<file path="src/stick_axis_deadzone_normalizer_macros.svh">
// Assertion helpers shared by the normaliser RTL.
`ifndef STICK_AXIS_DEADZONE_NORMALIZER_MACROS_SVH
`define STICK_AXIS_DEADZONE_NORMALIZER_MACROS_SVH

// Same-cycle (or delayed via a ## sequence) implication.
`define SADN_ASSERT_IMPLY(label, clk, rst, pre, post) \
   label: assert property (@(posedge clk) disable iff (rst) (pre) |-> (post)) \
      else $error("sadn assertion failed");

// Next-cycle implication.
`define SADN_ASSERT_NEXT(label, clk, rst, pre, post) \
   label: assert property (@(posedge clk) disable iff (rst) (pre) |=> (post)) \
      else $error("sadn assertion failed");

`endif

</file>
<file path="src/sadn_pkg.sv">
package sadn_pkg;

   localparam int SADN_SAMPLE_W = 16;
   localparam int SADN_DZ_W     = 15;
   localparam int SADN_GAIN_W   = 16;
   localparam int SADN_OUT_W    = 20;
   localparam int SADN_WIDE_W   = 18;   // signed edges and spans
   localparam int SADN_NUM_W    = 16;   // magnitude of the excess
   localparam int SADN_DEN_W    = 17;   // magnitude of the span
   localparam int SADN_QUOT_BITS = 14;  // fractional quotient bits, one per cell
   localparam int SADN_QMAG_W   = SADN_QUOT_BITS + 1;
   localparam int SADN_PROD_W   = SADN_QMAG_W + SADN_GAIN_W;
   localparam int SADN_GAIN_FRAC = 12;
   localparam int SADN_CSR_IDX_W = 3;

   // Clamp, branch select, span/saturation, one cell per quotient bit,
   // multiply, output register.
   localparam int SADN_LATENCY = 3 + SADN_QUOT_BITS + 2;

   localparam logic [SADN_QMAG_W-1:0] SADN_Q14_ONE = SADN_QMAG_W'(16384);

   typedef enum logic [SADN_CSR_IDX_W-1:0] {
      CSR_RAW_MINIMUM  = 3'd0,
      CSR_RAW_MAXIMUM  = 3'd1,
      CSR_TRIM_CENTER  = 3'd2,
      CSR_DEAD_ZONE    = 3'd3,
      CSR_REVERSE_AXIS = 3'd4,
      CSR_GAIN         = 3'd5
   } sadn_csr_index_type;

   typedef struct packed {
      logic signed [SADN_SAMPLE_W-1:0] raw_minimum;
      logic signed [SADN_SAMPLE_W-1:0] raw_maximum;
      logic signed [SADN_SAMPLE_W-1:0] trim_center;
      logic        [SADN_DZ_W-1:0]     dead_zone;
      logic                            reverse_axis;
      logic        [SADN_GAIN_W-1:0]   gain;
   } sadn_cfg_type;

   // One beat travelling down the divider row.
   typedef struct packed {
      logic                      valid;
      logic                      neg;    // sign of the quotient
      logic                      sat;    // magnitude pinned at 1.0
      logic                      zero;   // inside the dead band
      logic [SADN_DEN_W-1:0]     rem;
      logic [SADN_DEN_W-1:0]     dvs;
      logic [SADN_QUOT_BITS-1:0] quot;
   } sadn_beat_type;

endpackage

</file>
<file path="src/stick_axis_deadzone_normalizer.sv">
// A sample taken at a start edge passes 3 front stages, 14 divider cells and 2 output stages,
//   then appears on rsp_scaled_value with rsp_strobe.
// Throughput: one sample per cycle; busy is low except during reset.
// The receiver cannot stall; every beat is dropped after its single strobe cycle.
// Reset (synchronous, active high) empties the pipeline and restores all configuration registers
//   to their defaults: full-range bounds, zero trim and dead zone, no reversal, gain 1.0.
`include "stick_axis_deadzone_normalizer_macros.svh"

module stick_axis_deadzone_normalizer (
   input  logic                                          clock,
   input  logic                                          reset,
   input  logic                                          start,
   output logic                                          busy,
   input  logic signed [sadn_pkg::SADN_SAMPLE_W-1:0]     req_raw_sample,
   output logic                                          rsp_strobe,
   output logic signed [sadn_pkg::SADN_OUT_W-1:0]        rsp_scaled_value,
   input  logic                                          csr_write_enable,
   input  logic [sadn_pkg::SADN_CSR_IDX_W-1:0]           csr_index,
   input  logic [sadn_pkg::SADN_SAMPLE_W-1:0]            csr_write_data
);

   localparam int QB = sadn_pkg::SADN_QUOT_BITS;

   sadn_pkg::sadn_cfg_type  cfg_ff, cfg_in;
   sadn_pkg::sadn_beat_type chain [QB+1];
   logic                    accept;
   logic                    rsp_in_range;

   assign busy   = reset;
   assign accept = start && !busy;

   always_comb begin
      cfg_in = cfg_ff;
      if (csr_write_enable) begin
         unique case (sadn_pkg::sadn_csr_index_type'(csr_index))
            sadn_pkg::CSR_RAW_MINIMUM: begin
               cfg_in.raw_minimum = $signed(csr_write_data);
            end
            sadn_pkg::CSR_RAW_MAXIMUM: begin
               cfg_in.raw_maximum = $signed(csr_write_data);
            end
            sadn_pkg::CSR_TRIM_CENTER: begin
               cfg_in.trim_center = $signed(csr_write_data);
            end
            sadn_pkg::CSR_DEAD_ZONE: begin
               cfg_in.dead_zone = csr_write_data[sadn_pkg::SADN_DZ_W-1:0];
            end
            sadn_pkg::CSR_REVERSE_AXIS: begin
               cfg_in.reverse_axis = csr_write_data[0];
            end
            sadn_pkg::CSR_GAIN: begin
               cfg_in.gain = csr_write_data;
            end
            default: begin
            end
         endcase
      end
   end

   always_ff @(posedge clock) begin
      if (reset) begin
         cfg_ff.raw_minimum  <= 16'sh8000;
         cfg_ff.raw_maximum  <= 16'sh7FFF;
         cfg_ff.trim_center  <= '0;
         cfg_ff.dead_zone    <= '0;
         cfg_ff.reverse_axis <= 1'b0;
         cfg_ff.gain         <= 16'd4096;
      end else begin
         cfg_ff <= cfg_in;
      end
   end

   sadn_front u_front (
      .clock      (clock),
      .reset      (reset),
      .accept     (accept),
      .raw_sample (req_raw_sample),
      .cfg        (cfg_ff),
      .beat_o     (chain[0])
   );

   // one quotient bit per cell
   for (genvar i = 0; i < QB; i++) begin : g_cell
      sadn_div_cell u_cell (
         .clock  (clock),
         .reset  (reset),
         .beat_i (chain[i]),
         .beat_o (chain[i+1])
      );
   end

   sadn_back u_back (
      .clock        (clock),
      .reset        (reset),
      .beat_i       (chain[QB]),
      .cfg          (cfg_ff),
      .strobe       (rsp_strobe),
      .scaled_value (rsp_scaled_value)
   );

   assign rsp_in_range = (rsp_scaled_value <= 20'sd262144) &&
                         (rsp_scaled_value >= -20'sd262144);

   `SADN_ASSERT_IMPLY(a_rsp_latency, clock, reset, accept, ##(sadn_pkg::SADN_LATENCY) rsp_strobe)
   `SADN_ASSERT_IMPLY(a_no_spurious, clock, reset, !accept, ##(sadn_pkg::SADN_LATENCY) !rsp_strobe)
   `SADN_ASSERT_IMPLY(a_rsp_range, clock, reset, rsp_strobe, rsp_in_range)

endmodule

</file>
<file path="src/sadn_front.sv">
module sadn_front (
   input  logic                                  clock,
   input  logic                                  reset,
   input  logic                                  accept,
   input  logic signed [sadn_pkg::SADN_SAMPLE_W-1:0] raw_sample,
   input  sadn_pkg::sadn_cfg_type                cfg,
   output sadn_pkg::sadn_beat_type               beat_o
);

   localparam int WW = sadn_pkg::SADN_WIDE_W;

   // stage A: clamped sample
   logic                                      a_valid_ff;
   logic signed [sadn_pkg::SADN_SAMPLE_W-1:0] xc_ff, xc_in;

   // stage B: branch, excess magnitude, signed span
   logic                                   b_valid_ff;
   logic                                   b_active_ff, b_active_in;
   logic                                   b_neg_ff, b_neg_in;
   logic [sadn_pkg::SADN_NUM_W-1:0]        b_num_ff, b_num_in;
   logic signed [WW-1:0]                   b_den_ff, b_den_in;

   // stage C: beat into the divider row
   sadn_pkg::sadn_beat_type beat_ff, beat_in;

   logic signed [WW-1:0] x_w, tc_w, dz_w, min_w, max_w;
   logic signed [WW-1:0] hi_edge, lo_edge, num_w;
   logic                 up, dn;
   logic                 den_neg;
   logic [WW-1:0]        den_abs;
   logic [sadn_pkg::SADN_DEN_W-1:0] den_mag;
   logic                 sat;

   // Raise to the minimum first, then lower to the maximum.
   always_comb begin
      xc_in = raw_sample;
      if (raw_sample < cfg.raw_minimum) begin
         xc_in = cfg.raw_minimum;
      end
      if (xc_in > cfg.raw_maximum) begin
         xc_in = cfg.raw_maximum;
      end
   end

   always_comb begin
      x_w     = WW'(xc_ff);
      tc_w    = WW'(cfg.trim_center);
      dz_w    = $signed({{(WW - sadn_pkg::SADN_DZ_W){1'b0}}, cfg.dead_zone});
      min_w   = WW'(cfg.raw_minimum);
      max_w   = WW'(cfg.raw_maximum);
      hi_edge = tc_w + dz_w;
      lo_edge = tc_w - dz_w;
      up      = x_w > hi_edge;
      dn      = x_w < lo_edge;
      num_w   = up ? (x_w - hi_edge) : (lo_edge - x_w);
      b_num_in    = num_w[sadn_pkg::SADN_NUM_W-1:0];
      b_den_in    = up ? (max_w - hi_edge) : (lo_edge - min_w);
      b_active_in = up || dn;
      b_neg_in    = !up;
   end

   always_comb begin
      den_neg = b_den_ff[WW-1];
      den_abs = den_neg ? WW'(-b_den_ff) : WW'(b_den_ff);
      den_mag = den_abs[sadn_pkg::SADN_DEN_W-1:0];
      // quotient reaches 1.0 once the excess is at least the span
      sat     = (den_mag == '0) ||
                ({1'b0, b_num_ff} >= den_mag);
      beat_in.valid = b_valid_ff;
      beat_in.neg   = b_neg_ff ^ (den_neg && (den_mag != '0));
      beat_in.sat   = sat;
      beat_in.zero  = !b_active_ff;
      beat_in.rem   = sat ? '0 : {1'b0, b_num_ff};
      beat_in.dvs   = den_mag;
      beat_in.quot  = '0;
   end

   always_ff @(posedge clock) begin
      if (reset) begin
         a_valid_ff <= 1'b0;
         b_valid_ff <= 1'b0;
         beat_ff    <= '0;
      end else begin
         a_valid_ff <= accept;
         b_valid_ff <= a_valid_ff;
         beat_ff    <= beat_in;
      end
   end

   always_ff @(posedge clock) begin
      xc_ff       <= xc_in;
      b_active_ff <= b_active_in;
      b_neg_ff    <= b_neg_in;
      b_num_ff    <= b_num_in;
      b_den_ff    <= b_den_in;
   end

   assign beat_o = beat_ff;

endmodule

</file>
<file path="src/sadn_div_cell.sv">
`include "stick_axis_deadzone_normalizer_macros.svh"

module sadn_div_cell (
   input  logic                    clock,
   input  logic                    reset,
   input  sadn_pkg::sadn_beat_type beat_i,
   output sadn_pkg::sadn_beat_type beat_o
);

   localparam int DW = sadn_pkg::SADN_DEN_W;
   localparam int QB = sadn_pkg::SADN_QUOT_BITS;

   sadn_pkg::sadn_beat_type beat_ff, beat_in;

   logic [DW:0] rem2;
   logic [DW:0] diff;
   logic        ge;
   logic        live_div;

   // One restoring step: double the remainder, subtract the divisor if it fits.
   always_comb begin
      rem2 = {beat_i.rem, 1'b0};
      diff = rem2 - {1'b0, beat_i.dvs};
      ge   = rem2 >= {1'b0, beat_i.dvs};
      beat_in      = beat_i;
      beat_in.rem  = ge ? diff[DW-1:0] : rem2[DW-1:0];
      beat_in.quot = {beat_i.quot[QB-2:0], ge};
   end

   always_ff @(posedge clock) begin
      if (reset) begin
         beat_ff <= '0;
      end else begin
         beat_ff <= beat_in;
      end
   end

   assign beat_o = beat_ff;

   assign live_div = beat_i.valid && !beat_i.sat && !beat_i.zero &&
                     (beat_i.rem < beat_i.dvs);

   // remainder stays below the divisor on a live division
   `SADN_ASSERT_NEXT(a_rem_below_dvs, clock, reset, live_div, beat_ff.rem < beat_ff.dvs)
   `SADN_ASSERT_IMPLY(a_sat_rem_clear, clock, reset, beat_ff.valid && beat_ff.sat, beat_ff.rem == '0)

endmodule

</file>
<file path="src/sadn_back.sv">
module sadn_back (
   input  logic                                   clock,
   input  logic                                   reset,
   input  sadn_pkg::sadn_beat_type                beat_i,
   input  sadn_pkg::sadn_cfg_type                 cfg,
   output logic                                   strobe,
   output logic signed [sadn_pkg::SADN_OUT_W-1:0] scaled_value
);

   localparam int QW = sadn_pkg::SADN_QMAG_W;
   localparam int PW = sadn_pkg::SADN_PROD_W;
   localparam int OW = sadn_pkg::SADN_OUT_W;
   localparam int FR = sadn_pkg::SADN_GAIN_FRAC;

   logic                 m_valid_ff;
   logic                 m_neg_ff, m_neg_in;
   logic [PW-1:0]        prod_ff, prod_in;
   logic [QW-1:0]        qmag;

   logic                 o_valid_ff;
   logic signed [OW-1:0] out_ff, out_in;
   logic [OW-1:0]        mag_w;

   always_comb begin
      if (beat_i.zero) begin
         qmag = '0;
      end else if (beat_i.sat) begin
         qmag = sadn_pkg::SADN_Q14_ONE;
      end else begin
         qmag = {1'b0, beat_i.quot};
      end
      prod_in  = PW'(qmag) * PW'(cfg.gain);
      m_neg_in = beat_i.neg ^ cfg.reverse_axis;
   end

   // Truncate toward zero: shift the magnitude, then apply the sign.
   always_comb begin
      mag_w  = OW'(prod_ff[PW-1:FR]);
      out_in = m_neg_ff ? -$signed(mag_w) : $signed(mag_w);
   end

   always_ff @(posedge clock) begin
      if (reset) begin
         m_valid_ff <= 1'b0;
         o_valid_ff <= 1'b0;
      end else begin
         m_valid_ff <= beat_i.valid;
         o_valid_ff <= m_valid_ff;
      end
   end

   always_ff @(posedge clock) begin
      m_neg_ff <= m_neg_in;
      prod_ff  <= prod_in;
      out_ff   <= out_in;
   end

   assign strobe       = o_valid_ff;
   assign scaled_value = out_ff;

endmodule

</file>
<file path="config.mk">
export PLATFORM = sky130hd
export DESIGN_NAME = stick_axis_deadzone_normalizer
export DESIGN_NICKNAME = d
export VERILOG_FILES = /design/src/sadn_pkg.sv /design/src/stick_axis_deadzone_normalizer.sv /design/src/sadn_front.sv /design/src/sadn_div_cell.sv /design/src/sadn_back.sv
export VERILOG_INCLUDE_DIRS = /design/src /design/src/src
export SDC_FILE = /design/constraint.sdc
export NUM_CORES = 2
export LEC_CHECK = 0
export BUFFER_PORTS_ARGS = -buffer_cell sky130_fd_sc_hd__buf_2
export CAP_MARGIN = 20
export CORE_ASPECT_RATIO = 1.1
export CORE_MARGIN = 2
export CORE_UTILIZATION = 50
export CTS_BUF_LIST = sky130_fd_sc_hd__clkbuf_4
export DETAILED_ROUTE_END_ITERATION = 8
export GPL_ROUTABILITY_DRIVEN = 0
export GPL_TIMING_DRIVEN = 0
export PLACE_DENSITY = 0.65
export SLEW_MARGIN = 20
export SYNTH_ARGS = -nofsm -noshare
export SYNTH_HDL_FRONTEND = slang
export SYNTH_HIERARCHICAL = 1
export SYNTH_SLANG_ARGS = --single-unit
</file>
<file path="constraint.sdc">
create_clock -name clock -period 7.1 [get_ports clock]
set_input_delay 1.42 -clock clock [delete_from_list [all_inputs] [get_ports clock]]
set_output_delay 1.42 -clock clock [all_outputs]
set_load 0.01 [all_outputs]
</file>
==> flow_summary.toml <==
[status]
status = "completed"

[layout]
drive_above_1_share = 0.0972
nNetsFinal = 6879
fill_cells = 9694
area_growth_syn_to_layout_pct = 9.04

[critical_path]
reg2reg_depth = 21
rr_endpoint = "u_back/prod_ff[30]$_DFF_P_"
timing.rr.start = "g_cell[13].u_cell/beat_o[49]$_SDFF_PP0_"
worst_setup_path_end_kind = "register"
required_ns = 8.05
critPathKind = "register to register"
worstPathArrival_ns = 7.71
cp-start-kind = "register"
reg2reg_slack_ns = 0.34
path_max_fanout = 10

[global_route]
grt_pass1_vias = 41500
track_usage = 0.238
grt_pass1_wl_mm = 207
grt_max_degree = 29
antenna_found_initial = 2
grt_overflow = 0

[die]
core_um2 = 103000
die_w_um = 311
dieHeight_um = 342
start_util = 0.502
row_count = 124
ioPinCount = 61
dieArea_um2 = 106000

[pwr]
power.total_mw = 21.3
seq_power_share = 0.273
p_leak_nw = 26.0
pwr-share-clk = 0.185
power_density_nw_per_um2 = 376
switching_share = 0.427
ir_drop_mv = 0.296
p_switching_mw = 9.08
power_frac_comb = 0.541
p_int_mw = 12.2

[clock_tree]
cts_buffers = 206
clock_path_buffers = 3
cts_max_level = 4
cts-root-buf = "clkbuf_4"
clk_pin_slew_ns = 0.06
cts_hold_buf = 0
clock_latency_ns = 1.09
cts_sinks = 816
cts_tree = "yes"

[routing]
drcViolationCount = 0
drt_pass1_iterations = 6
wl_per_cell_um = 16.5
vias = 41200
vias_per_cell = 5.36
drt_wl_total_mm = 127
drtIter0Drc = 2529
ant_nets = 0

[sta]
slew_viol_final = 0
finalSetupTns_ns = 0
setup_viol = 0
finalHoldViolations = 0
timing.hold.ws_ns = 0.389
worst_slew_pin_slew_ns = 0.967
rsz0062_at_grt = "false"
max-slew-margin-rel = 0.347
timing.final.crit_share = 0.952
fin_skew_ns = 0.0747
fin_crit_ns = 6.76
setup_slack_ns = 0.344
fmax_mhz = 148

[job]
cap_violations = 0

[placement]
port_buffers = 60
dp.final_hpwl_mm = 101
dp_slack_ns = -0.333

[hold_path]
holdPathStages = 2
hp-class = "register to register"
min_from = "g_cell[9].u_cell/beat_o[22]$_SDFF_PP0_"
timing.hold.worst_endpoint = "g_cell[10].u_cell/beat_o[22]$_SDFF_PP0_"

[logic_synthesis]
netlist_area_um2 = 51900
synth_warnings = 6
synthCells = 5883
syn_nets = 6614
syn-mean-instance-area_um2 = 8.83
==> routing by layer <==
layer / share of wire / up-vias / wire [um] / GRT usage
li1: - / 20600 / - / -
met1: 0.42 / 19200 / 53200 / 0.279
met2: 0.50 / 1064 / 63500 / 0.429
met3: 0.044 / 297 / 5650 / 0.0367
met4: 0.037 / 0 / 4660 / 0.103
met5: 0 / - / 0 / 0
==> registers in the layout, indices dropped and copies added (netlist names) <==
| name | count |
|---|---|
| g_cell.u_cell/beat_o | 603 |
| cfg_ff | 80 |
| u_front/beat_o | 37 |
| u_back/scaled_value | 20 |
| u_back/prod_ff | 19 |
| u_front/b_den_ff | 18 |
| u_front/b_num_ff | 16 |
| u_front/xc_ff | 16 |
| u_back/m_neg_ff | 1 |
| u_back/m_valid_ff | 1 |
| u_back/strobe | 1 |
| u_front/a_valid_ff | 1 |
| u_front/b_active_ff | 1 |
| u_front/b_neg_ff | 1 |
| u_front/b_valid_ff | 1 |
==> worst max path at each step <==
stage                                             from                         end  slack [ns]  depth (start not counted)
6_report       g_cell[13].u_cell/beat_o[49]$_SDFF_PP0_  u_back/prod_ff[30]$_DFF_P_        0.34                         21
5_1_grt        g_cell[13].u_cell/beat_o[49]$_SDFF_PP0_  u_back/prod_ff[30]$_DFF_P_        0.04                         21
4_1_cts        g_cell[13].u_cell/beat_o[49]$_SDFF_PP0_  u_back/prod_ff[30]$_DFF_P_        0.13                         22
3_5_place_dp   g_cell[13].u_cell/beat_o[49]$_SDFF_PP0_  u_back/prod_ff[30]$_DFF_P_       -0.33                         22
3_3_place_gp   g_cell[13].u_cell/beat_o[49]$_SDFF_PP0_  u_back/prod_ff[30]$_DFF_P_       -0.25                         22
2_1_floorplan  g_cell[13].u_cell/beat_o[49]$_SDFF_PP0_  u_back/prod_ff[23]$_DFF_P_        0.79                         22
==> area by class of cell <==
| class | instances | area (um2) | share of cell area |
|---|---|---|---|
| antenna | 2 | 5.00 | 0.0000884 |
| multi-input combinational | 4244 | 32400 | 0.571 |
| clock buffer | 287 | 2150 | 0.0380 |
| clock inverter | 77 | 478 | 0.00844 |
| timing repair buffer | 60 | 300 | 0.00530 |
| buffer | 206 | 962 | 0.0170 |
| inverter | 614 | 2300 | 0.0407 |
| tap | 1386 | 1730 | 0.0306 |
| sequential | 816 | 16300 | 0.288 |
==> worst max-delay path, cell delays in order, from the launching register on <==
cell,delay (ns)
dfxtp_1,0.31
nor2_2,0.23
and2_1,0.36
clkbuf_2,0.37
nand2_1,0.13
fa_1,0.55
fa_1,0.52
inv_1,0.05
fa_1,0.47
fa_1,0.52
fa_1,0.54
inv_1,0.05
fa_1,0.53
inv_1,0.05
ha_1,0.41
a21o_1,0.22
a21oi_1,0.23
nor2_1,0.10
a21oi_2,0.28
nand2_1,0.23
a311oi_1,0.33
xnor2_1,0.19
==> per-stage QoR <==
stage	util	std cells	cell area [um2]
after global routing	0.547	7692	56600
after floorplan	-	5883	51900
after global placement	0.522	7329	54000
final	0.547	7692	56600
after CTS	0.547	7690	56600
after detailed placement	0.522	7329	54000
==> layout by cell type, fill, tap and decap left out, drive strengths merged, types with 17 or more instances in the layout <==
cell / count
a221oi: 17
mux2: 36
fa: 199
mux2i: 242
o21bai: 26
or2: 19
and2: 55
a211o: 18
nor4: 17
nor3: 93
nand4: 43
clkbuf: 443
a21o: 85
a21oi: 371
nor2b: 184
inv: 624
o21ai: 187
or3: 38
a31oi: 21
xor2: 109
buf: 110
xnor2: 145
a41oi: 32
o21a: 69
a211oi: 39
ha: 493
and3: 142
nor2: 664
dfxtp: 816
nand3: 113
nand2: 379
nand2b: 151
clkinv: 60
o211ai: 47
==> power groups by stage <==
stage	combinational, mW	sequential [mW]	clock (mW)
global placement	11.2	5.91	0
finish	11.5	5.82	3.94
global route	12.7	5.89	4.32
CTS	11.4	5.82	4.09
floorplan	9.01	5.73	0
detailed placement	11.3	5.91	0
==> what timing repair did <==
action / in CTS / in global routing
pin swaps: 0 / 1
setup endpoints to repair: 10 / 8
resized for setup: 10 / 12
gates cloned: 0 / 0
buffers inserted: 0 / 0
Power figures use the tool's default switching activity.
